**config.mk**
```make
export PLATFORM = sky130hd
export DESIGN_NAME = imuca_div
export DESIGN_NICKNAME = d
export VERILOG_FILES = /design/src/imuca_pkg.sv /design/src/imuca_div.sv
export SDC_FILE = /design/constraint.sdc
export NUM_CORES = 1
export LEC_CHECK = 0
export BUFFER_PORTS_ARGS = -buffer_cell sky130_fd_sc_hd__buf_2
export CAP_MARGIN = 20
export CORE_AREA = 2 2 139 127
export CTS_CLUSTER_SIZE = 10
export DETAILED_ROUTE_END_ITERATION = 16
export DIE_AREA = 0 0 141 129
export HOLD_SLACK_MARGIN = 0.02
export REMOVE_ABC_BUFFERS = 1
export SETUP_SLACK_MARGIN = 0.2
export SYNTH_ARGS = -nofsm -noshare
export SYNTH_HDL_FRONTEND = slang
export SYNTH_SLANG_ARGS = --single-unit
```
**constraint.sdc**
```tcl
create_clock -name clock -period 4 [get_ports clock]
set_input_delay 0.4 -clock clock [delete_from_list [all_inputs] [get_ports clock]]
set_output_delay 0.4 -clock clock [all_outputs]
set_load 0.05 [all_outputs]
```
**src/imuca_pkg.sv**
```systemverilog
// imuca_pkg: shared constants, types and lookup functions for the attitude estimator
// no dependencies; used by the arithmetic units and the top level
`timescale 1ns / 1ps
`default_nettype none

package imuca_pkg;

   localparam int CORDIC_STEPS = 16;
   localparam int COUNT_BITS   = 16;

   localparam int CORDIC_CW = $clog2(CORDIC_STEPS + 1);
   localparam int CX_W      = 36;   // cordic x/y datapath, covers gain on 32-bit inputs
   localparam int CZ_W      = 26;   // cordic angle accumulator
   localparam int DIV_N     = 50;   // dividend / quotient width
   localparam int DIV_D     = 23;   // divisor width
   localparam int DIV_CW    = $clog2(DIV_N);
   localparam int MA_W      = 35;   // shared multiplier operand a
   localparam int MB_W      = 22;   // shared multiplier operand b
   localparam int MP_W      = MA_W + MB_W;
   localparam int CSR_IDX_W = 2;
   localparam int CSR_DAT_W = 20;

   localparam logic [1:0]  GYRO_RANGE_RST   = 2'd1;
   localparam logic [15:0] BLEND_WEIGHT_RST = 16'd64225;
   localparam logic [19:0] TIME_STEP_RST    = 20'd10486;

   typedef enum logic [1:0] {
      ACT_UPDATE = 2'd0,
      ACT_CAL    = 2'd1,
      ACT_FINISH = 2'd2,
      ACT_NONE   = 2'd3
   } action_type;

   typedef enum logic [CSR_IDX_W-1:0] {
      CSR_ACCEL_RANGE  = 2'd0,
      CSR_GYRO_RANGE   = 2'd1,
      CSR_BLEND_WEIGHT = 2'd2,
      CSR_TIME_STEP    = 2'd3
   } csr_index_type;

   typedef enum logic [3:0] {
      ST_IDLE,
      ST_PRE,
      ST_NUM,
      ST_DIV_GO,
      ST_DIV_WAIT,
      ST_DIV_STORE,
      ST_ATAN_GO,
      ST_ATAN_WAIT,
      ST_ATAN_STORE,
      ST_BL_G,
      ST_BL_A,
      ST_BL_STORE,
      ST_OUT
   } state_type;

   // atan(2^-i) in 1/65536 degree
   function automatic logic [CZ_W-1:0] atan_entry(input logic [4:0] i);
      logic [CZ_W-1:0] v;
      case (i)
         5'd0:  v = CZ_W'(2949120);
         5'd1:  v = CZ_W'(1740967);
         5'd2:  v = CZ_W'(919879);
         5'd3:  v = CZ_W'(466945);
         5'd4:  v = CZ_W'(234379);
         5'd5:  v = CZ_W'(117304);
         5'd6:  v = CZ_W'(58666);
         5'd7:  v = CZ_W'(29335);
         5'd8:  v = CZ_W'(14668);
         5'd9:  v = CZ_W'(7334);
         5'd10: v = CZ_W'(3667);
         5'd11: v = CZ_W'(1833);
         5'd12: v = CZ_W'(917);
         5'd13: v = CZ_W'(458);
         5'd14: v = CZ_W'(229);
         5'd15: v = CZ_W'(115);
         5'd16: v = CZ_W'(57);
         5'd17: v = CZ_W'(29);
         5'd18: v = CZ_W'(14);
         5'd19: v = CZ_W'(7);
         5'd20: v = CZ_W'(4);
         5'd21: v = CZ_W'(2);
         5'd22: v = CZ_W'(1);
         default: v = '0;
      endcase
      return v;
   endfunction

   // ten times counts per deg/s, times 4096
   function automatic logic [DIV_D-1:0] gyro_den(input logic [1:0] r);
      logic [DIV_D-1:0] v;
      case (r)
         2'd0:    v = DIV_D'(5365760);
         2'd1:    v = DIV_D'(2682880);
         2'd2:    v = DIV_D'(1343488);
         default: v = DIV_D'(671744);
      endcase
      return v;
   endfunction

   function automatic logic signed [31:0] sat32(input logic signed [MP_W-1:0] v);
      logic signed [31:0] r;
      if (v > MP_W'(64'sd2147483647)) r = 32'sh7fffffff;
      else if (v < MP_W'(-64'sd2147483648)) r = 32'sh80000000;
      else r = v[31:0];
      return r;
   endfunction

endpackage

`default_nettype wire

```
**src/imuca_div.sv**
```systemverilog
// imuca_div: unsigned restoring divider, one quotient bit per cycle
// depends on imuca_pkg
`timescale 1ns / 1ps
`default_nettype none

module imuca_div (
   input  logic                          clock,
   input  logic                          reset,
   input  logic                          start,
   input  logic [imuca_pkg::DIV_N-1:0]   dividend,
   input  logic [imuca_pkg::DIV_D-1:0]   divisor,
   output logic                          done,
   output logic [imuca_pkg::DIV_N-1:0]   quotient
);
   import imuca_pkg::*;

   logic [DIV_D-1:0]  rem_ff, rem_in;
   logic [DIV_N-1:0]  quo_ff, quo_in;
   logic [DIV_CW-1:0] cnt_ff, cnt_in;
   logic              run_ff, run_in;
   logic              done_ff, done_in;
   logic [DIV_D:0]    trial;
   logic              fits;

   always_comb begin
      trial  = {rem_ff, quo_ff[DIV_N-1]};
      fits   = trial >= {1'b0, divisor};
      rem_in = rem_ff;
      quo_in = quo_ff;
      cnt_in = cnt_ff;
      run_in = run_ff;
      done_in = 1'b0;
      if (start) begin
         rem_in = '0;
         quo_in = dividend;
         cnt_in = '0;
         run_in = 1'b1;
      end else if (run_ff) begin
         rem_in = fits ? DIV_D'(trial - {1'b0, divisor}) : DIV_D'(trial);
         quo_in = {quo_ff[DIV_N-2:0], fits};
         cnt_in = cnt_ff + 1'b1;
         if (cnt_ff == DIV_CW'(DIV_N - 1)) begin
            run_in  = 1'b0;
            done_in = 1'b1;
         end
      end
   end

   always_ff @(posedge clock) begin
      rem_ff <= rem_in;
      quo_ff <= quo_in;
      cnt_ff <= cnt_in;
      if (reset) begin
         run_ff  <= 1'b0;
         done_ff <= 1'b0;
      end else begin
         run_ff  <= run_in;
         done_ff <= done_in;
      end
   end

   assign done     = done_ff;
   assign quotient = quo_ff;

endmodule

`default_nettype wire

```
### Word-level counts from Yosys, hierarchy flattened

Index checks and enable logic that the tools add are counted.

| operators by class | value |
|---|---|
| add/sub/neg operators | 2 |
| multiply operators | 0 |
| div/mod/pow operators | 0 |
| order comparisons | 1 |
| equal/unequal tests | 1 |
| shift-type cells | 0 |
| multiplexer cells | 7 |
| bitwise logic cells | 1 |
| reduce and logical (&&, ||, !) cells | 2 |

Operators by type and width:

| cell | number |
|---|---|
| 50-bit two-way mux | 2 |
| 24-bit by 23-bit >= comparator with 1-bit output | 1 |
| 23-bit two-way mux | 1 |
| 23-bit subtractor | 1 |
| 6-bit by 1-bit adder with 6-bit output, second input constant | 1 |
| 6-bit == test, second input constant | 1 |
| 1-bit two-way mux | 4 |
| 3-bit OR reduction | 1 |
| 2-bit nonzero test | 1 |
| 1-bit NOT | 1 |

| storage, ports and cells | value |
|---|---|
| flip-flop bits (word level) | 81 |
| bits in latches | 0 |
| memory bits (writable) | 0 |
| memory bits (read-only) | 0 |
| bits of input ports | 76 |
| word-level logic and storage cells | 19 |
| memories | 0 |

### Logic depth before layout (Yosys ltp)

Gate-level depths: netlist of run 1.

| logic depth | value |
|---|---|
| depth in word-level cells | 4 |
| depth in mapped cells | 12 |

### Worst setup path before layout of run 1

Ideal clock, no wire load.

| timing path | value |
|---|---|
| path type | register to register |
| start point | register quo_ff[49] (netlist: quotient[49]) |
| end point | register quo_ff[0] (netlist: quotient[0]) (data pin) |
| library setup time | 0.260 ns |
| arrival | 2.470 ns |
| data required time | 3.740 ns |
| path slack | 1.270 ns |
| stages on the path, launching flop included | 12 |
| path buffers | 2 |
| cells stage by stage | edfxtp_1 > inv_1 > ha_1 > fa_1 > nor2b_4 > o31a_4 > a211oi_2 > o21ai_2 > a21o_1 > buf_6 > buf_6 > mux2_2 |

| on the way | value |
|---|---|
| word-level cells in the longest chain between the ends | 3 |

Ends and longest elaborated chain:

| item | RTL line | text |
|---|---|---|
| start, declared | imuca_div.sv:18 | `logic [DIV_N-1:0] quo_ff, quo_in;` |
| start signal, assigned | imuca_div.sv:51 | `quo_ff <= quo_in;` |
| 24-bit by 23-bit >= comparator with 1-bit output | imuca_div.sv:27 | `fits = trial >= {1'b0, divisor};` |
| 50-bit two-way mux | imuca_div.sv:38 | `end else if (run_ff) begin` |
| 50-bit two-way mux | imuca_div.sv:33 | `if (start) begin` |
| named net quo_in[0] | imuca_div.sv:18 |  |

The timed path passes the listed nets, and every way through them passes these cells. The select of a mux whose other input is x is not followed.
A chain may end at the register's enable or synchronous reset.

### Worst setup path after layout of run 1

| timing path | value |
|---|---|
| start point | register quo_ff[49] (netlist: quotient[49]) |
| end point | register rem_ff[9] |

| on the way | value |
|---|---|
| word-level cells in the longest chain between the ends | 2 |
| elaborated cells on any way between the ends | 3 |
| classes of those cells | add/sub: 1; order compare: 1; mux: 1 |

Ends and longest elaborated chain:

| item | RTL line | text |
|---|---|---|
| 23-bit subtractor or 24-bit by 23-bit >= comparator with 1-bit output (tied branches) | imuca_div.sv:39, imuca_div.sv:27 |  |
| 23-bit two-way mux * | imuca_div.sv:39 | `rem_in = fits ? DIV_D'(trial - {1'b0, divisor}) : DIV_D'(trial);` |
| end signal, assigned | imuca_div.sv:50 | `rem_ff <= rem_in;` |
| end, declared | imuca_div.sv:17 | `logic [DIV_D-1:0] rem_ff, rem_in;` |

Mark *: on every way between the ends. The rest lies on a longest branch, timed or not.

==> load_flow_metrics.sql, run 1 <==
INSERT INTO impl_metrics (metric_group, metric, value, unit) VALUES
('outcome', 'outcome', 'finished, final reports clean', ''),
('global_route', 'number_of_global_route_vias_before_repair', '4067', ''),
('route', 'post_drt_via_cell_ratio', '5.054', ''),
('yosys', 'synthDominantAreaCellType', 'sky130_fd_sc_hd__edfxtp_1', ''),
('yosys', 'synth_area_per_cell', '10.26', 'um2'),
('route', 'wl_per_cell', '16.10', 'um'),
('floorplanning', 'core_region_area', '16720', 'um2'),
('yosys', 'synthTopCellsByArea', 'sky130_fd_sc_hd__edfxtp_1 (30%), sky130_fd_sc_hd__dfxtp_1 (13%), sky130_fd_sc_hd__mux2_2 (11%), sky130_fd_sc_hd__ha_1 (6.3%), sky130_fd_sc_hd__nor2_1 (2.9%)', ''),
('placed_design', 'io_buffer_count', '126', ''),
('worst_setup_path', 'cell_depth_of_the_worst_setup_path', '10', ''),
('worst_setup_path', 'reg2reg_depth', '10', ''),
('timing', 'timing.clock.skew', '0.004809', 'ns'),
('route', 'drc', '0', ''),
('route', 'route.final.wire_length', '13100', 'um'),
('yosys', 'synth-seq-area-share', '42.98', '%'),
('worst_setup_path', 'crit_end', 'rem_ff[9]', ''),
('finish', 'layout.core_utilization', '36.51', '%'),
('flow_run', 'max_cap_viol_count', '0', ''),
('route', 'postRouteAntennaNets', '0', ''),
('worst_setup_path', 'cp_slowest_cell', 'sky130_fd_sc_hd__a21o_1', ''),
('worst_setup_path', 'critPathRequiredTime', '4.24', 'ns'),
('yosys', 'synth-main-ff-cell', 'sky130_fd_sc_hd__edfxtp_1', ''),
('power_and_ir_drop', 'worst_supply_voltage_drop_on_vdd', '0.2120', 'mV'),
('power_and_ir_drop', 'power_per_cell_area', '420.7', 'nW/um2'),
('worst_hold_path', 'hold_path_class', 'in2reg', ''),
('worst_setup_path', 'worst-endpoint-arrival', '3.04', 'ns'),
('finish', 'flow.area_growth_from_synthesis', '23.67', '%'),
('floorplanning', 'die_y_extent', '129', 'um'),
('worst_setup_path', 'critical_path.max_stage_delay', '0.57', 'ns'),
('timing', 'max_freq', '0.3572', 'GHz'),
('timing', 'min_period_over_period', '69.98', '%'),
('power_and_ir_drop', 'combPwrFrac', '23.2', '%'),
('cts', 'clkTransAtPathRegs', '0.06', 'ns'),
('global_route', 'antenna_violations_before_repair', '0', ''),
('cts', 'cts.sink_count', '81', ''),
('yosys', 'synthCells', '481', ''),
('worst_setup_path', 'worst-path-max-fanout', '18', ''),
('worst_setup_path', 'worstSetupEndpointType', 'register', ''),
('timing', 'report.final.slew_viol_count', '0', ''),
('worst_setup_path', 'critPathTopFamily', 'compound AO/OA/AOI/OAI gates', ''),
('global_route', 'grt_first_pass_wirelength', '20460', 'um'),
('floorplanning', 'die_w', '141', 'um'),
('cts', 'insertion_delay', '0.33', 'ns'),
('route', 'via_count', '4114', ''),
('timing', 'timing.final.crit_period', '2.799', 'ns'),
('yosys', 'post-synth-top-area-fraction', '30.41', '%'),
('yosys', 'ys_async_sr_fraction', '0', '%'),
('worst_setup_path', 'timing.rr.start', 'quotient[49]', ''),
('cts', 'post-cts-setup-buffers', '0', ''),
('floorplanning', 'floorplan.initialDensity', '29.52', '%'),
('worst_setup_path', 'worst_r2r_endpoint', 'rem_ff[9]', ''),
('floorplanning', 'num_io_pins', '127', ''),
('worst_setup_path', 'cp_cell_sequence', 'inv_1 > ha_1 > fa_1 > nor2b_4 > o31a_4 > a211oi_2 > o21ai_2 > a21o_1 > nand3_1 > a311oi_2', ''),
('timing', 'worstMarginPinSlew', '0.9584', 'ns'),
('global_route', 'grt_max_degree', '51', ''),
('finish', 'final_layout_size_suffix_gt1_share', '36.15', '%'),
('power_and_ir_drop', 'net_switching_share_of_the_total_power', '30.58', '%'),
('cts', 'cts.hold.buffers_added', '0', ''),
('yosys', 'syn_warnings', '0', ''),
('timing', 'setup_viol_count_final', '0', ''),
('timing', 'fin_tns_setup', '0', 'ns'),
('cts', 'cts_htree_levels', '3', ''),
('timing', 'hold_viol_final', '0', ''),
('global_route', 'grt_remaining_overflow', '0', ''),
('floorplanning', 'die_area', '18190', 'um2'),
('worst_setup_path', 'setup.worst_path.class', 'reg2reg', ''),
('yosys', 'post_synth_num_cell_types', '62', ''),
('placed_design', 'dp.final_hpwl', '9876', 'um'),
('yosys', 'synth_enable_flop_cells', '50', ''),
('worst_setup_path', 'setup.worst_path.start_class', 'register', ''),
('worst_setup_path', 'cp-startpoint', 'quotient[49]', '');
-- area by class of cell --
cell class,count,area (um2)
Clock inverter,7,123.9
Clock buffer,9,225.2
Multi-Input combinational cell,339,2551
Inverter,35,131.4
Timing Repair Buffer,132,688.2
Fill cell,1657,10620
Sequential cell,81,2122
Tap cell,211,264.0
-- metrics by stage --
stage | power (mW) | instance area, um2 | cells | setup slack [ns] | hold slack [ns]
global route | 2.681 | 6106 | 814 | 1.049 | 0.2325
CTS | 2.598 | 6086 | 813 | 1.157 | 0.2312
detailed placement | 1.617 | 5737 | 797 | 1.106 | 0.4862
finish | 2.569 | 6106 | 814 | 1.201 | 0.2534
global placement | 1.609 | 5737 | 797 | 1.222 | 0.4751
floorplan | 1.445 | 4805 | 455 | 1.189 | 0.4375
-- layout by cell type (no fill, tap or decap), types with 6 or more instances in the layout --
cell / count
sky130_fd_sc_hd__a211oi_1: 8
sky130_fd_sc_hd__a21o_1: 7
sky130_fd_sc_hd__a21oi_1: 21
sky130_fd_sc_hd__a32oi_1: 6
sky130_fd_sc_hd__buf_2: 126
sky130_fd_sc_hd__clkbuf_16: 9
sky130_fd_sc_hd__dfxtp_1: 31
sky130_fd_sc_hd__edfxtp_1: 50
sky130_fd_sc_hd__ha_1: 25
sky130_fd_sc_hd__inv_1: 34
sky130_fd_sc_hd__mux2_2: 50
sky130_fd_sc_hd__nand2_1: 34
sky130_fd_sc_hd__nand3_1: 11
sky130_fd_sc_hd__nand4_1: 7
sky130_fd_sc_hd__nor2_1: 38
sky130_fd_sc_hd__o21ai_0: 23
sky130_fd_sc_hd__o21ai_1: 7
sky130_fd_sc_hd__xnor2_1: 13
-- worst reg2reg max path, delay by kind of cell, from the launching register on --
kind / cells / cell delay [ns]
adder cells (fa/ha/maj): 2 / 0.66
buffers and inverters: 1 / 0.05
AO/OA/AOI/OAI: 5 / 1.30
flip-flops: 1 / 0.38
AND/OR/NAND/NOR: 2 / 0.32
-- sequential cells by signal (all words and copies together), names as in the netlist --
| signal | count |
|---|---|
| quotient | 50 |
| cnt_ff | 6 |
| run_ff | 1 |
| done | 1 |
| rem_ff | 23 |
-- power groups by stage --
stage | logic (mW) | clock network, mW | registers [mW]
5_1_grt | 0.640 | 1.03 | 1.02
3_5_place_dp | 0.591 | 0 | 1.03
4_1_cts | 0.594 | 0.996 | 1.01
3_3_place_gp | 0.587 | 0 | 1.02
2_1_floorplan | 0.233 | 0 | 1.21
6_report | 0.596 | 0.966 | 1.01
-- Yosys cell counts, drive strengths merged (6+ instances only) --
cell / instances
a211oi: 11
a21o: 7
a21oi: 23
a311oi: 6
a32oi: 6
buf: 13
clkbuf: 13
dfxtp: 31
edfxtp: 50
ha: 25
inv: 35
mux2: 50
nand2: 34
nand3: 11
nand4: 7
nor2: 38
o21ai: 31
xnor2: 13
-- layer usage --
layer / routed length [um] / global-route usage [%] / vias up
met4: 110 / 3.647 / 0
li1: - / - / 2013
met5: 0 / 0 / -
met2: 6493 / 23.85 / 86
met3: 437 / 2.791 / 8
met1: 6062 / 18.48 / 2007
-- worst min path at each step --
| stage | startpoint | to | slack, ns | cells after the start |
|---|---|---|---|---|
| 2_1_floorplan | rem_ff[22] | rem_ff[22] | 0.44 | 2 |
| 3_3_place_gp | cnt_ff[5] | cnt_ff[5] | 0.48 | 2 |
| 3_5_place_dp | rem_ff[22] | rem_ff[22] | 0.49 | 2 |
| 4_1_cts | reset | run_ff | 0.23 | 2 |
| 5_1_grt | reset | run_ff | 0.23 | 2 |
| 6_report | reset | run_ff | 0.25 | 2 |
-- kinds of logic (layout without fill, tap and decap cells) --
group	after synthesis	count (layout)	synth area share, %
flops	81	81	42.98
mux	55	55	12.42
fa+ha+maj	26	26	6.741
buf+inv	61	183	5.347
xor+xnor	18	18	3.193
compound gates	119	119	17.61
simple gates	121	121	11.71
Power figures use the tool's default switching activity.
==> run 2: changes to the inputs <==
Clock period 4 ns to 2.3 ns, I/O delays scaled along.
==> run 2 against run 1 <==
Compared with the run above:
- the flow now finishes with violations (setup timing)
- setup slack worse by 1.3 ns
- combinational power is 98% higher
- sequential cell count stayed put
- worst hold slack worse by 0.18 ns
- sequential power is 73% higher
- utilization is 4.6 points higher
- first-iteration DRC count is 0.86% lower
- clock power is 58% higher
- fmax is 18% higher
- global-route usage is 0.85 points higher
- power is 73% higher
- critical path type unchanged
==> load_flow_metrics.sql, run 2 (synthesized netlist as in run 1, its figures left out) <==
INSERT INTO impl_metrics (metric_group, metric, value, unit) VALUES
('timing', 'setup_viol_count_final', '19', ''),
('finish', 'mostFrequentLayoutCells', 'sky130_fd_sc_hd__buf_2 (126), sky130_fd_sc_hd__buf_4 (74), sky130_fd_sc_hd__edfxtp_1 (50), sky130_fd_sc_hd__mux2_2 (49), sky130_fd_sc_hd__nor2_1 (37)', ''),
('timing', 'max_freq', '0.4226', 'GHz'),
('finish', 'antenna_cells', '0', ''),
('worst_hold_path', 'hold_path_class', 'in2reg', ''),
('cts', 'cts_tree', 'done', ''),
('timing', 'worstMarginPinSlew', '0.4899', 'ns'),
('timing', 'max_slew_margin', '67.34', '%'),
('route', 'route.final.wire_length', '13880', 'um'),
('floorplanning', 'num_io_pins', '127', ''),
('floorplanning', 'core_region_area', '16720', 'um2'),
('cts', 'cts.sink_count', '81', ''),
('cts', 'cts_htree_levels', '3', ''),
('timing', 'timing.final.crit_period', '2.366', 'ns'),
('placed_design', 'io_buffer_count', '126', ''),
('worst_setup_path', 'worstSetupEndpointType', 'register', ''),
('route', 'via_count', '4411', ''),
('route', 'detailedRoute.firstIterationViolations', '231', ''),
('power_and_ir_drop', 'power.static_leakage', '3.019', 'nW'),
('global_route', 'grt_remaining_overflow', '0', ''),
('worst_setup_path', 'worst-endpoint-arrival', '2.62', 'ns'),
('global_route', 'grtUsageTotal', '14.91', '%'),
('route', 'drt-pass1-iter-count', '4', ''),
('worst_setup_path', 'reg2reg_depth', '12', ''),
('floorplanning', 'die_area', '18190', 'um2'),
('global_route', 'antenna_violations_before_repair', '0', ''),
('worst_setup_path', 'r2r_setup_slack', '-0.07', 'ns'),
('timing', 'timing.final.ws_setup', '-0.06619', 'ns'),
('placed_design', 'placedCellCount', '873', ''),
('worst_setup_path', 'setup.worst_path.class', 'reg2reg', ''),
('timing', 'hold_viol_final', '0', ''),
('cts', 'clkTransAtPathRegs', '0.06', 'ns'),
('floorplanning', 'floorplan.initialDensity', '29.52', '%'),
('finish', 'final_layout_size_suffix_gt1_share', '47.14', '%'),
('worst_setup_path', 'critPathRequiredTime', '2.55', 'ns'),
('finish', 'fillCellCount', '1583', ''),
('worst_setup_path', 'setup.worst_path.start_class', 'register', ''),
('outcome', 'outcome', 'complete, but fails checks', ''),
('global_route', 'grt_max_degree', '50', ''),
('finish', 'fin_nets', '780', ''),
('flow_run', 'max_cap_viol_count', '0', ''),
('floorplanning', 'die_w', '141', 'um'),
('cts', 'clockRootBuffer', 'sky130_fd_sc_hd__clkbuf_16', ''),
('finish', 'layout.cells.most_common', 'sky130_fd_sc_hd__buf_2', ''),
('route', 'post_drt_via_cell_ratio', '4.934', ''),
('timing', 'setup_repair_after_global_routing_missed_its_margin', 'true', ''),
('route', 'drc', '0', ''),
('cts', 'clock_tree.buffer_depth', '2', ''),
('outcome', 'violations', 'setup timing', ''),
('worst_hold_path', 'hold-path-cell-count', '2', ''),
('global_route', 'grt_first_pass_wirelength', '21840', 'um'),
('global_route', 'number_of_global_route_vias_before_repair', '4450', ''),
('finish', 'flow.area_growth_from_synthesis', '39.31', '%'),
('floorplanning', 'std_cell_rows', '45', ''),
('timing', 'report.final.slew_viol_count', '0', ''),
('route', 'wl_per_cell', '15.53', 'um'),
('placed_design', 'dp.final_hpwl', '10650', 'um'),
('timing', 'fin_tns_setup', '-0.6419', 'ns'),
('cts', 'number_of_buffers_added_by_the_clock_tree_synthesis_step', '9', ''),
('route', 'postRouteAntennaNets', '0', ''),
('floorplanning', 'die_y_extent', '129', 'um'),
('finish', 'final_cell_count_no_fill', '894', ''),
('timing', 'min_period_over_period', '102.9', '%'),
('power_and_ir_drop', 'worst_supply_voltage_drop_on_vdd', '0.3990', 'mV'),
('worst_setup_path', 'worst-path-max-fanout', '8', ''),
('placed_design', 'gpl.final_weighted_congestion', '0.8339', ''),
('finish', 'largest_register_ff_count', '50', ''),
('power_and_ir_drop', 'power_per_cell_area', '648.0', 'nW/um2'),
('timing', 'timing.clock.skew', '0.005599', 'ns'),
('cts', 'insertion_delay', '0.34', 'ns');
==> run 2: changes by cell type in the layout (fill, tap and decap cells not counted), moves of 3 or more <==
cell | before | now
sky130_fd_sc_hd__a21oi_2 | 2 | 5
sky130_fd_sc_hd__a21oi_1 | 21 | 17
sky130_fd_sc_hd__buf_4 | 5 | 74
sky130_fd_sc_hd__nand3_1 | 11 | 6
sky130_fd_sc_hd__inv_6 | 3 | 0
sky130_fd_sc_hd__o21ai_1 | 7 | 10
sky130_fd_sc_hd__o21ai_0 | 23 | 20
sky130_fd_sc_hd__nand2_1 | 34 | 27
sky130_fd_sc_hd__buf_6 | 0 | 7
sky130_fd_sc_hd__nand2_2 | 0 | 5
sky130_fd_sc_hd__nand3_2 | 0 | 5
==> run 2: repair_timing <==
item                                    in CTS  in global routing
cloned                                       0                  1
gates resized for setup                     34                 12
buffers inserted                             2                  2
hold buffers                                 0                  0
hold endpoints to repair                     0                  0
pin swaps                                   12                  4
endpoints found under the setup margin      24                 24
==> run 2: power by group <==
part	switching (mW)	internal, mW
Clock	0.576	0.950
Sequential	0.0693	1.68
Combinational	0.729	0.449
Total	1.37	3.08
==> run 2: area by class of cell <==
| type | instances | area, um2 | area share [%] |
|---|---|---|---|
| timing repair buffer | 212 | 1365 | 19.85 |
| clock inverter | 5 | 80.08 | 1.164 |
| clock buffer | 11 | 232.7 | 3.384 |
| multi-input combinational | 339 | 2683 | 39.00 |
| inverter | 35 | 131.4 | 1.910 |
| sequential | 81 | 2122 | 30.85 |
| tap | 211 | 264.0 | 3.838 |
==> run 2: final timing paths <==
| path | from | to |
|---|---|---|
| max | quotient[49] | rem_ff[10] |
| max reg2reg | quotient[49] | rem_ff[10] |
| min reg2reg | rem_ff[22] | rem_ff[22] |
| min | reset | run_ff |
==> run 2: metal layers <==
metal  share of wire [%]  global-route usage [%]
met5                   0                       0
met4                 1.3                   4.882
met3                 3.8                   2.345
met2                  50                   25.48
met1                  45                   19.44
==> run 2: critical path, cell delays in order, from the launching register on <==
cell,delay (ns)
sky130_fd_sc_hd__edfxtp_1,0.40
sky130_fd_sc_hd__inv_2,0.08
sky130_fd_sc_hd__ha_4,0.13
sky130_fd_sc_hd__fa_2,0.23
sky130_fd_sc_hd__nor2b_4,0.05
sky130_fd_sc_hd__o31a_4,0.30
sky130_fd_sc_hd__a211oi_2,0.22
sky130_fd_sc_hd__o21ai_2,0.10
sky130_fd_sc_hd__buf_6,0.13
sky130_fd_sc_hd__a21oi_4,0.16
sky130_fd_sc_hd__buf_8,0.17
sky130_fd_sc_hd__o21ai_0,0.13
sky130_fd_sc_hd__a211oi_2,0.18
==> run 2: stage by stage <==
stage / power (mW) / hold WS [ns] / setup WS [ns] / util, % / cell area [um2]
3_5_place_dp: 2.931 / 0.4239 / -0.1116 / 37.94 / 6345
3_3_place_gp: 2.911 / 0.4246 / -0.09348 / 37.94 / 6345
6_report: 4.457 / 0.07693 / -0.06619 / 41.13 / 6878
5_1_grt: 4.639 / 0.07320 / -0.1645 / 41.13 / 6878
2_1_floorplan: 2.514 / 0.2946 / -0.5111 / - / 4805
4_1_cts: 4.488 / 0.06519 / -0.04240 / 40.60 / 6789
